### src/hw/rtl/ppg_pkg.sv
// ----------------------------------------------------------------------------
// Plasma pixel generator package
// Shared widths, fixed-point constants and register indexes.
// ----------------------------------------------------------------------------
package ppg_pkg;

   // Field widths.
   localparam int COORD_W  = 10;
   localparam int GRAY_W   = 8;
   localparam int OFFS_W   = 22;
   localparam int PHASE_W  = 16;
   localparam int STRIDE_W = 13;
   localparam int ANGLE_W  = 32;
   localparam int TERM_W   = 16;

   // Stream and register port widths.
   localparam int REQ_DATA_W = 24;
   localparam int RSP_DATA_W = 32;
   localparam int CSR_IDX_W  = 2;
   localparam int CSR_DATA_W = 16;

   // Coordinates at or above this limit are saturated.
   localparam int MAX_DIM = 1024;

   // Default depth of the quarter-wave sine table.
   localparam int SINE_DEPTH_DEF = 1024;

   // Radicand (x*x + y*y) << 8 and its integer root with 4 fraction bits.
   localparam int RAD_W  = 30;
   localparam int ROOT_W = RAD_W / 2;

   // Turn-angle scale factors in Q0.32 per unit of coordinate.
   localparam logic [ANGLE_W-1:0] K_X7  = 32'd97652182;
   localparam logic [ANGLE_W-1:0] K_Y5  = 32'd136713055;
   localparam logic [ANGLE_W-1:0] K_XY6 = 32'd113927546;
   localparam logic [ANGLE_W-1:0] K_R4  = 32'd10680707;

   // Sine amplitude and term scale (127 in Q8.8).
   localparam logic [63:0] SINE_AMP   = 64'd2047;
   localparam logic [63:0] TERM_SCALE = 64'd32512;

   // Register reset values.
   localparam logic [PHASE_W-1:0]  PHASE_RESET  = '0;
   localparam logic [STRIDE_W-1:0] STRIDE_RESET = 13'd4096;

   // Register indexes.
   typedef enum logic [CSR_IDX_W-1:0] {
      CSR_PHASE  = 2'd0,
      CSR_STRIDE = 2'd1
   } csr_index_type;

endpackage

### src/hw/rtl/ppg_sqrt_pipe.sv
// ----------------------------------------------------------------------------
// Plasma square root pipeline
// Digit-by-digit integer square root, one root bit per stage, with a
// sideband word carried alongside.
// ----------------------------------------------------------------------------
module ppg_sqrt_pipe #(
   parameter int RAD_W  = ppg_pkg::RAD_W,
   parameter int SIDE_W = 42
) (
   input  logic                 clock,
   input  logic                 reset,
   input  logic                 en,
   input  logic                 in_valid,
   input  logic [RAD_W-1:0]     in_rad,
   input  logic [SIDE_W-1:0]    in_side,
   output logic                 out_valid,
   output logic [RAD_W/2-1:0]   out_root,
   output logic [SIDE_W-1:0]    out_side
);

   localparam int QW    = RAD_W / 2;
   localparam int REM_W = QW + 2;

   logic              vld_ff  [QW];
   logic [RAD_W-1:0]  rad_ff  [QW];
   logic [REM_W-1:0]  rem_ff  [QW];
   logic [QW-1:0]     root_ff [QW];
   logic [SIDE_W-1:0] side_ff [QW];

   for (genvar k = 0; k < QW; k++) begin : g_stage
      logic              vld_src;
      logic [RAD_W-1:0]  rad_src;
      logic [REM_W-1:0]  rem_src;
      logic [QW-1:0]     root_src;
      logic [SIDE_W-1:0] side_src;
      logic [REM_W-1:0]  shifted;
      logic [REM_W-1:0]  trial;
      logic [REM_W-1:0]  rem_in;
      logic [QW-1:0]     root_in;

      // Stage source: pipeline input or the previous stage.
      if (k == 0) begin : g_first
         assign vld_src  = in_valid;
         assign rad_src  = in_rad;
         assign rem_src  = '0;
         assign root_src = '0;
         assign side_src = in_side;
      end else begin : g_next
         assign vld_src  = vld_ff[k-1];
         assign rad_src  = rad_ff[k-1];
         assign rem_src  = rem_ff[k-1];
         assign root_src = root_ff[k-1];
         assign side_src = side_ff[k-1];
      end

      // Bring down two radicand bits and try the next root bit.
      always_comb begin
         shifted = {rem_src[REM_W-3:0], rad_src[RAD_W-1-2*k -: 2]};
         trial   = {root_src, 2'b01};
         if (shifted >= trial) begin
            rem_in  = shifted - trial;
            root_in = {root_src[QW-2:0], 1'b1};
         end else begin
            rem_in  = shifted;
            root_in = {root_src[QW-2:0], 1'b0};
         end
      end

      always_ff @(posedge clock) begin
         if (reset) begin
            vld_ff[k] <= 1'b0;
         end else if (en) begin
            vld_ff[k] <= vld_src;
         end
      end

      always_ff @(posedge clock) begin
         if (en) begin
            rad_ff[k]  <= rad_src;
            rem_ff[k]  <= rem_in;
            root_ff[k] <= root_in;
            side_ff[k] <= side_src;
         end
      end
   end

   assign out_valid = vld_ff[QW-1];
   assign out_root  = root_ff[QW-1];
   assign out_side  = side_ff[QW-1];

endmodule

### config.mk
export PLATFORM = sky130hd
export DESIGN_NAME = ppg_sqrt_pipe
export DESIGN_NICKNAME = d
export VERILOG_FILES = /design/src/hw/rtl/ppg_pkg.sv /design/src/hw/rtl/ppg_sqrt_pipe.sv
export SDC_FILE = /design/constraint.sdc
export NUM_CORES = 1
export LEC_CHECK = 0
export BUFFER_PORTS_ARGS = -buffer_cell sky130_fd_sc_hd__buf_2
export CAP_MARGIN = 20
export CORE_ASPECT_RATIO = 0.75
export CORE_UTILIZATION = 51
export CTS_BUF_LIST = sky130_fd_sc_hd__clkbuf_4 sky130_fd_sc_hd__clkbuf_8
export DETAILED_ROUTE_END_ITERATION = 16
export PLACE_DENSITY = 0.73
export SKIP_LAST_GASP = 1
export SLEW_MARGIN = 20
export SYNTH_ARGS = -nofsm -noshare
export SYNTH_HDL_FRONTEND = slang
export SYNTH_SLANG_ARGS = --single-unit
### constraint.sdc
create_clock -name clock -period 3.6 [get_ports clock]
set_input_delay 0.18 -clock clock [delete_from_list [all_inputs] [get_ports clock]]
set_output_delay 0.18 -clock clock [all_outputs]
set_load 0.01 [all_outputs]
### Word level (Yosys, flattened, before mapping)

Memories as Yosys holds them, arrays and structs flattened.
Index checks and enable logic that the tools add are counted.

| storage, ports and cells | value |
|---|---|
| output and inout port bits | 58 |
| bits in writable memories | 1,575 |
| register bits | 0 |
| bits of input ports | 76 |
| logic and storage cells | 101 |
| memories | 5 |

Memory list:

| name | depth | bits a word | rd ports | clocked after memory_dff | wr ports | line | text |
|---|---|---|---|---|---|---|---|
| side_ff | 15 | 42 | 15 | 0 | 15 | ppg_sqrt_pipe.sv:28 | `logic [SIDE_W-1:0] side_ff [QW];` |
| rad_ff | 15 | 30 | 14 | 0 | 15 | ppg_sqrt_pipe.sv:25 | `logic [RAD_W-1:0] rad_ff [QW];` |
| rem_ff | 15 | 17 | 14 | 0 | 15 | ppg_sqrt_pipe.sv:26 | `logic [REM_W-1:0] rem_ff [QW];` |
| root_ff | 15 | 15 | 15 | 0 | 15 | ppg_sqrt_pipe.sv:27 | `logic [QW-1:0] root_ff [QW];` |
| vld_ff | 15 | 1 | 15 | 0 | 15 | ppg_sqrt_pipe.sv:24 | `logic vld_ff [QW];` |

| cells by class | value |
|---|---|
| muxes and demuxes | 51 |
| add/sub/neg operators | 15 |
| bitwise logic cells | 15 |
| $lt $le $gt $ge | 15 |

Operators by type and width:

| operator | number |
|---|---|
| $mux W17 | 15 |
| $ge A17 B17 Y1 | 14 |
| $sub A17 B17 Y17 | 14 |
| $mux W1 | 36 |
| $or A1 B1 Y1 | 15 |
| $sub A2 B1 Y3 const B | 1 |
| $ge A2 B1 Y1 const B | 1 |

### Longest topological paths before layout

Gate-level depths: netlist of run 1.

| logic depth | value |
|---|---|
| word-level depth | 4 |
| depth in mapped cells | 11 |
| depth with buffers taken out | 10 |

### Worst setup path before layout of run 1

OpenSTA, ideal clock, no wires.

| timing | value |
|---|---|
| path type | reg-to-reg |
| start point | mem rem_ff[1][35] (netlist bit) |
| end point | mem rem_ff[1][58] (netlist bit) (data pin) |
| period minus slack after synthesis | 2.610 ns |
| setup slack | 0.990 ns |
| path buffers | 2 |
| required time | 3.340 ns |
| setup time | 0.260 ns |
| cell stages (with the launch flop) | 10 |
| arrival time | 2.351 ns |
| cell sequence | edfxtp_1 -> ha_1 -> o21ai_0 -> a22oi_1 -> a21oi_1 -> nor2_1 -> or4_1 -> clkbuf_1 -> buf_2 -> mux2_2 |

RTL lines:

| what | line |
|---|---|
| start, declared | ppg_sqrt_pipe.sv:26 |

==> impl_metrics.json, run 1 <==
{
  "finalHoldViolCount": 0,
  "cp_max_fo": 22,
  "finClkSkew_ns": 0.02593,
  "finalMaxSlewViolations": 0,
  "grt_pass1_vias": 21050,
  "finalWeightedCongestion": 0.8628,
  "ir_drop_v": 0.0004164,
  "regArea_mm2": 0.03513,
  "initial_core_util": 0.5152,
  "synth_cell_types": 65,
  "core_mm2": 0.08415,
  "ys.warnings.count": 0,
  "post-synth-top-area-cell": "edfxtp_1",
  "syn_area_mm2": 0.04335,
  "place_area_mm2": 0.04574,
  "worst_pin_slew_ns": 0.8884,
  "synthArstFlopShare": 0,
  "viasPerCell": 5.037,
  "area_growth_pct": 15.93,
  "power.density_mw_per_mm2": 599.4,
  "hpwl_mm": 37.67,
  "ys.flop_type": "edfxtp_1",
  "portBuffers": 133,
  "drv_cap": 0,
  "max-clock-path-buffers": 3,
  "die_w_um": 338.7,
  "p_leak_uw": 0.01866,
  "instances_no_fill": 4115,
  "stdcell_area_mm2": 0.05026,
  "clk_root_buffer_cell": "clkbuf_8",
  "rsz0062_at_grt": "false",
  "setup_violations": 0,
  "dr.pass1.iters": 5,
  "insertion_delay_ns": 0.80,
  "min_period_ns": 3.179,
  "critPathRequiredTime_ns": 4.11,
  "start_kind": "register",
  "cts.sinks": 1170,
  "status": "complete, no violations",
  "ys_ff_latch": 1170,
  "relSlewSlack": 0.4077,
  "multi_input_area_mm2": 0.007507,
  "cts_made_buffers": 172,
  "dp_slack_ns": 0.4584,
  "die_area_mm2": 0.08618,
  "drc": 0,
  "period_share": 0.8831,
  "ys_seq_area_frac": 0.8104,
  "synth_area_leaders": "edfxtp_1 81%, ha_1 3.9%, inv_1 1.4%",
  "synth_nets": 2642,
  "cts_max_level": 4,
  "worst_setup_path_end_kind": "register",
  "min_path_cells": 2,
  "fin_ws_ns": 0.4208,
  "max_freq_mhz": 314.5,
  "grt_pass1_wl_mm": 102.3,
  "hold_path.class": "in2reg",
  "met2_length_mm": 31.49,
  "netlist_instances": 2432,
  "antenna_left": 0,
  "cts_tree": "yes",
  "drtIter0Drc": 1101,
  "postSynthAreaPerCell_um2": 17.83,
  "track_usage": 0.1474,
  "rows": 92,
  "reg2reg_depth": 7,
  "grt_max_degree": 119,
  "pin_count": 134,
  "path_class": "reg2reg",
  "nets": 3058,
  "fp.dieH_um": 254.5,
  "routed.top_layer": "met4",
  "grt_overflow": 0,
  "wirelength_mm": 63.75,
  "final_util": 0.5972,
  "fillers": 5971,
  "arrival_ns": 3.69,
  "clk_pin_slew_ns": 0.07,
  "layout-drive-gt1-share": 0.1587,
  "antenna_found_initial": 1,
  "tns_ns": 0,
  "wl_met3_mm": 3.051,
  "wl_per_cell_um": 15.49,
  "m1WireLength_mm": 27.60,
  "vias": 20730,
  "synth_top_area_frac": 0.8104,
  "synth_edf_count": 1170,
  "dp.cells": 3695
}
==> critical path, stage by stage (launching register included) <==
cell and delay (ns):
edfxtp_1 0.41, ha_1 0.39, o21ai_0 0.25, a22oi_1 0.18, a21oi_1 0.33, nor2_1 0.09, or4_1 0.84, mux2_2 0.41
==> metrics by stage <==
step	hold WS (ns)	power, uW
after global routing	0.02549	31520
after global placement	0.3562	19580
final	0.1022	30120
after detailed placement	0.3581	19750
after floorplan	0.2789	18750
after CTS	0.0001725	30450
==> area by class of cell <==
type,instances,share of cell area
clock inverters,87,0.01334
clock buffers,225,0.05515
flip-flops and latches,1170,0.6991
repair buffers,271,0.04287
well taps,1128,0.02808
multi-input cells,1072,0.1494
diodes,1,0.00004979
inverters,161,0.01203
==> cell families after synthesis <==
group                    count (synthesis)  synth area share
AO/OA/AOI/OAI                          346           0.05016
buffers and inverters                  190           0.01657
multiplexers                            25          0.006407
other                                    1        0.00008650
AND/OR/NAND/NOR                        436           0.05140
adder cells (fa/ha/maj)                134           0.03867
flip-flops                            1170            0.8104
XOR/XNOR                               130           0.02626
==> per-layer routing <==
layer  up-vias  track usage
met5         -            0
met4         0      0.06296
met3       143      0.03846
met2       500       0.2471
met1      9959       0.1828
li1      10130            -
==> placed cells by master, fill, tap and decap left out, types with 64 or more instances in the layout <==
cell           synthesis  layout
a21oi_1               83      83
buf_2                  3     132
clkbuf_8               0     173
dlygate4sd3_1          0     107
edfxtp_1            1170    1170
ha_1                 134     134
inv_1                161     161
nand2_1               93      93
nor2_1               105     105
o21ai_0              102     102
xnor2_1               64      64
xor2_1                66      66
==> final timing paths <==
path | start | end | slack, ns
worst max-delay path | rem_ff[1][35] | rem_ff[1][62] | 0.42
worst min-delay path | in_side[36] | side_ff[0][36] | 0.10
worst max register to register | rem_ff[1][35] | rem_ff[1][62] | 0.42
worst min register to register | rad_ff[0][106] | rad_ff[0][136] | 0.40
==> registers in the layout, summed over array words and instances (netlist names) <==
register and flops:
root_ff 120, vld_ff 15, side_ff 630, rad_ff 210, rem_ff 195
==> timing repair <==
| item | in CTS | in global routing |
|---|---|---|
| endpoints found under the hold margin | 164 | 0 |
| hold buffers | 107 | 0 |
| gates resized for setup | 0 | 0 |
| setup buffers | 0 | 0 |
| setup endpoints to repair | 0 | 0 |
==> cells in the mapped netlist (4+ instances only) <==
master and count:
xnor2_1 64, nand3b_1 7, and4_1 4, nor2b_1 26, a21boi_0 7, o31ai_1 14, nand3_1 18, ha_1 134
nor3_1 45, inv_1 161, o21ai_0 102, o31a_1 5, or4_1 7, nor2_1 105, a21oi_1 83, and3_1 7
mux2_2 22, nand2_1 93, nand4_1 18, o21a_1 35, nand4b_1 4, and2_1 23, a21o_1 41, nor4_1 18
o2111ai_1 4, o211ai_1 9, nand2b_1 20, clkbuf_1 23, or2_2 8, xor2_1 66, a31oi_1 7, o21bai_1 5
edfxtp_1 1170, a211oi_1 8, or3_1 19
==> power by group <==
group          switching (uW)  internal, uW
sequential                464         16400
clock                    4880          5660
combinational            1530          1200
No activity file was read; power rests on OpenSTA's default activity.
==> inputs of run 2 (changes only) <==
CTS_BUF_LIST = not set   (was sky130_fd_sc_hd__clkbuf_4 sky130_fd_sc_hd__clkbuf_8)
PLACE_DENSITY = 0.71   (was 0.73)
==> run 2 against run 1 <==
- utilization fell by 0.58 points
- final area shrank 0.98%
- non-clock buffer count is 38 lower
- sequential share of layout area grew 0.69 points
- clock power grew 4%
- total power grew 1.2%
- setup slack better by 0.045 ns
- largest power group unchanged
==> impl_metrics.json, run 2 (same netlist as run 1, synthesis figures left out) <==
{
  "largest_reg_flops": 630,
  "rows": 92,
  "critPathTopFamily": "simple AND/OR/NAND/NOR gates",
  "insertion_delay_ns": 0.68,
  "post_cts_buffers": 0,
  "grt_overflow": 0,
  "p_clk_frac": 0.357,
  "grt_pass1_vias": 20330,
  "start_kind": "register",
  "cpPeakStageDelay_ns": 0.84,
  "cts.sinks": 1170,
  "drtIter0Drc": 1425,
  "intPower_uw": 23670,
  "drv_cap": 0,
  "tns_ns": 0,
  "max_freq_mhz": 319.0,
  "fillers": 6063,
  "die_area_mm2": 0.08618,
  "crit_buf_inv": 0,
  "power.density_mw_per_mm2": 612.7,
  "portBuffers": 133,
  "clk_pin_slew_ns": 0.07,
  "layout-drive-gt1-share": 0.1225,
  "viasPerCell": 5.142,
  "status": "complete, no violations",
  "setup_violations": 0,
  "nets": 2954,
  "fp.dieH_um": 254.5,
  "initial_core_util": 0.5152,
  "relSlewSlack": 0.3917,
  "min_period_ns": 3.134,
  "rsz0062_at_grt": "false",
  "final_common_cell": "edfxtp_1",
  "area_growth_pct": 14.79,
  "arrival_ns": 3.50,
  "sw_frac_of_total": 0.2235,
  "pin_count": 134,
  "crit_chain": "ha_1 > o21ai_0 > a22oi_1 > a21oi_1 > nor2_1 > or4_1 > mux2_2",
  "period_share": 0.8707,
  "wl_per_cell_um": 16.53,
  "final_util": 0.5914,
  "finalHoldViolCount": 0,
  "hold_path.class": "in2reg",
  "finalWeightedCongestion": 0.9279,
  "p_switching_uw": 6815,
  "antenna_found_initial": 1,
  "reg_top3": "side_ff (630), rad_ff (210), rem_ff (195)",
  "finalMaxSlewViolations": 0,
  "pwr-share-seq": 0.554,
  "antenna_left": 0,
  "max-clock-path-buffers": 3,
  "core_mm2": 0.08415,
  "finClkSkew_ns": 0.06777,
  "clk_root_buffer_cell": "clkbuf_16",
  "ir_drop_v": 0.0005250,
  "hold_ws_ns": 0.03063,
  "path_class": "reg2reg",
  "die_w_um": 338.7,
  "cts_made_buffers": 106,
  "combPwrFrac": 0.089,
  "vias": 20360,
  "hpwl_mm": 40.33,
  "grt_pass1_wl_mm": 103.6,
  "track_usage": 0.1500,
  "cts_max_level": 3,
  "grt_max_degree": 133,
  "num_antenna_cells": 0,
  "regMostFlops": "side_ff",
  "final_cell_mix": "1170 x edfxtp_1, 161 x inv_1, 134 x ha_1",
  "dr.pass1.iters": 5,
  "p_leak_uw": 0.01830,
  "ctsHoldBuffers": 74,
  "cts_tree": "yes",
  "wirelength_mm": 65.46,
  "worst_pin_slew_ns": 0.9011,
  "ctsResizeCount": 0,
  "cp_max_fo": 22,
  "critPathRequiredTime_ns": 3.97,
  "drc": 0,
  "worst_path_max_delay_cell": "or4_1",
  "worst_setup_path_end_kind": "register"
}
[run 2: path summary, 6_finish.rpt]
| path | to | start | slack [ns] | depth (start not counted) |
|---|---|---|---|---|
| max | rem_ff[1][57] | rem_ff[1][35] | 0.47 | 7 |
| min | side_ff[0][17] | en | 0.03 | 1 |
| max reg2reg | rem_ff[1][57] | rem_ff[1][35] | 0.47 | 7 |
| min reg2reg | side_ff[1][191] | side_ff[1][149] | 0.41 | 0 |
[run 2: power by group through the flow]
stage               Clock, uW  Sequential [uW]  Combinational, uW
floorplan                   0            17000               1790
global placement            0            17100               2540
detailed placement          0            17200               2640
CTS                     11200            16900               2720
global route            11700            17000               3040
finish                  10900            16900               2720
[run 2: metal layers]
| layer | wire [um] | global-route usage |
|---|---|---|
| met1 | 29510 | 0.2009 |
| met2 | 31640 | 0.2491 |
| met3 | 2777 | 0.03019 |
| met4 | 1535 | 0.04783 |
| met5 | 0 | 0 |
[run 2: area by class of cell]
class / count / area [um2] / share of cell area
clock buffer: 131 / 2768 / 0.05561
clock inverter: 65 / 616.8 / 0.01240
inverter: 161 / 604.3 / 0.01214
multi-input combinational: 1072 / 7507 / 0.1509
sequential: 1170 / 35130 / 0.7060
tap: 1128 / 1411 / 0.02836
timing repair buffer: 233 / 1724 / 0.03465
[run 2: stage by stage]
stage / area [um2] / total power [uW] / instances / setup slack [ns]
floorplan: 43350 / 18750 / 2432 / 0.9897
global placement: 45640 / 19650 / 3690 / 0.6170
detailed placement: 45640 / 19810 / 3690 / 0.5997
CTS: 49770 / 30780 / 3960 / 0.5134
global route: 49770 / 31730 / 3960 / 0.3396
finish: 49770 / 30490 / 3960 / 0.4656
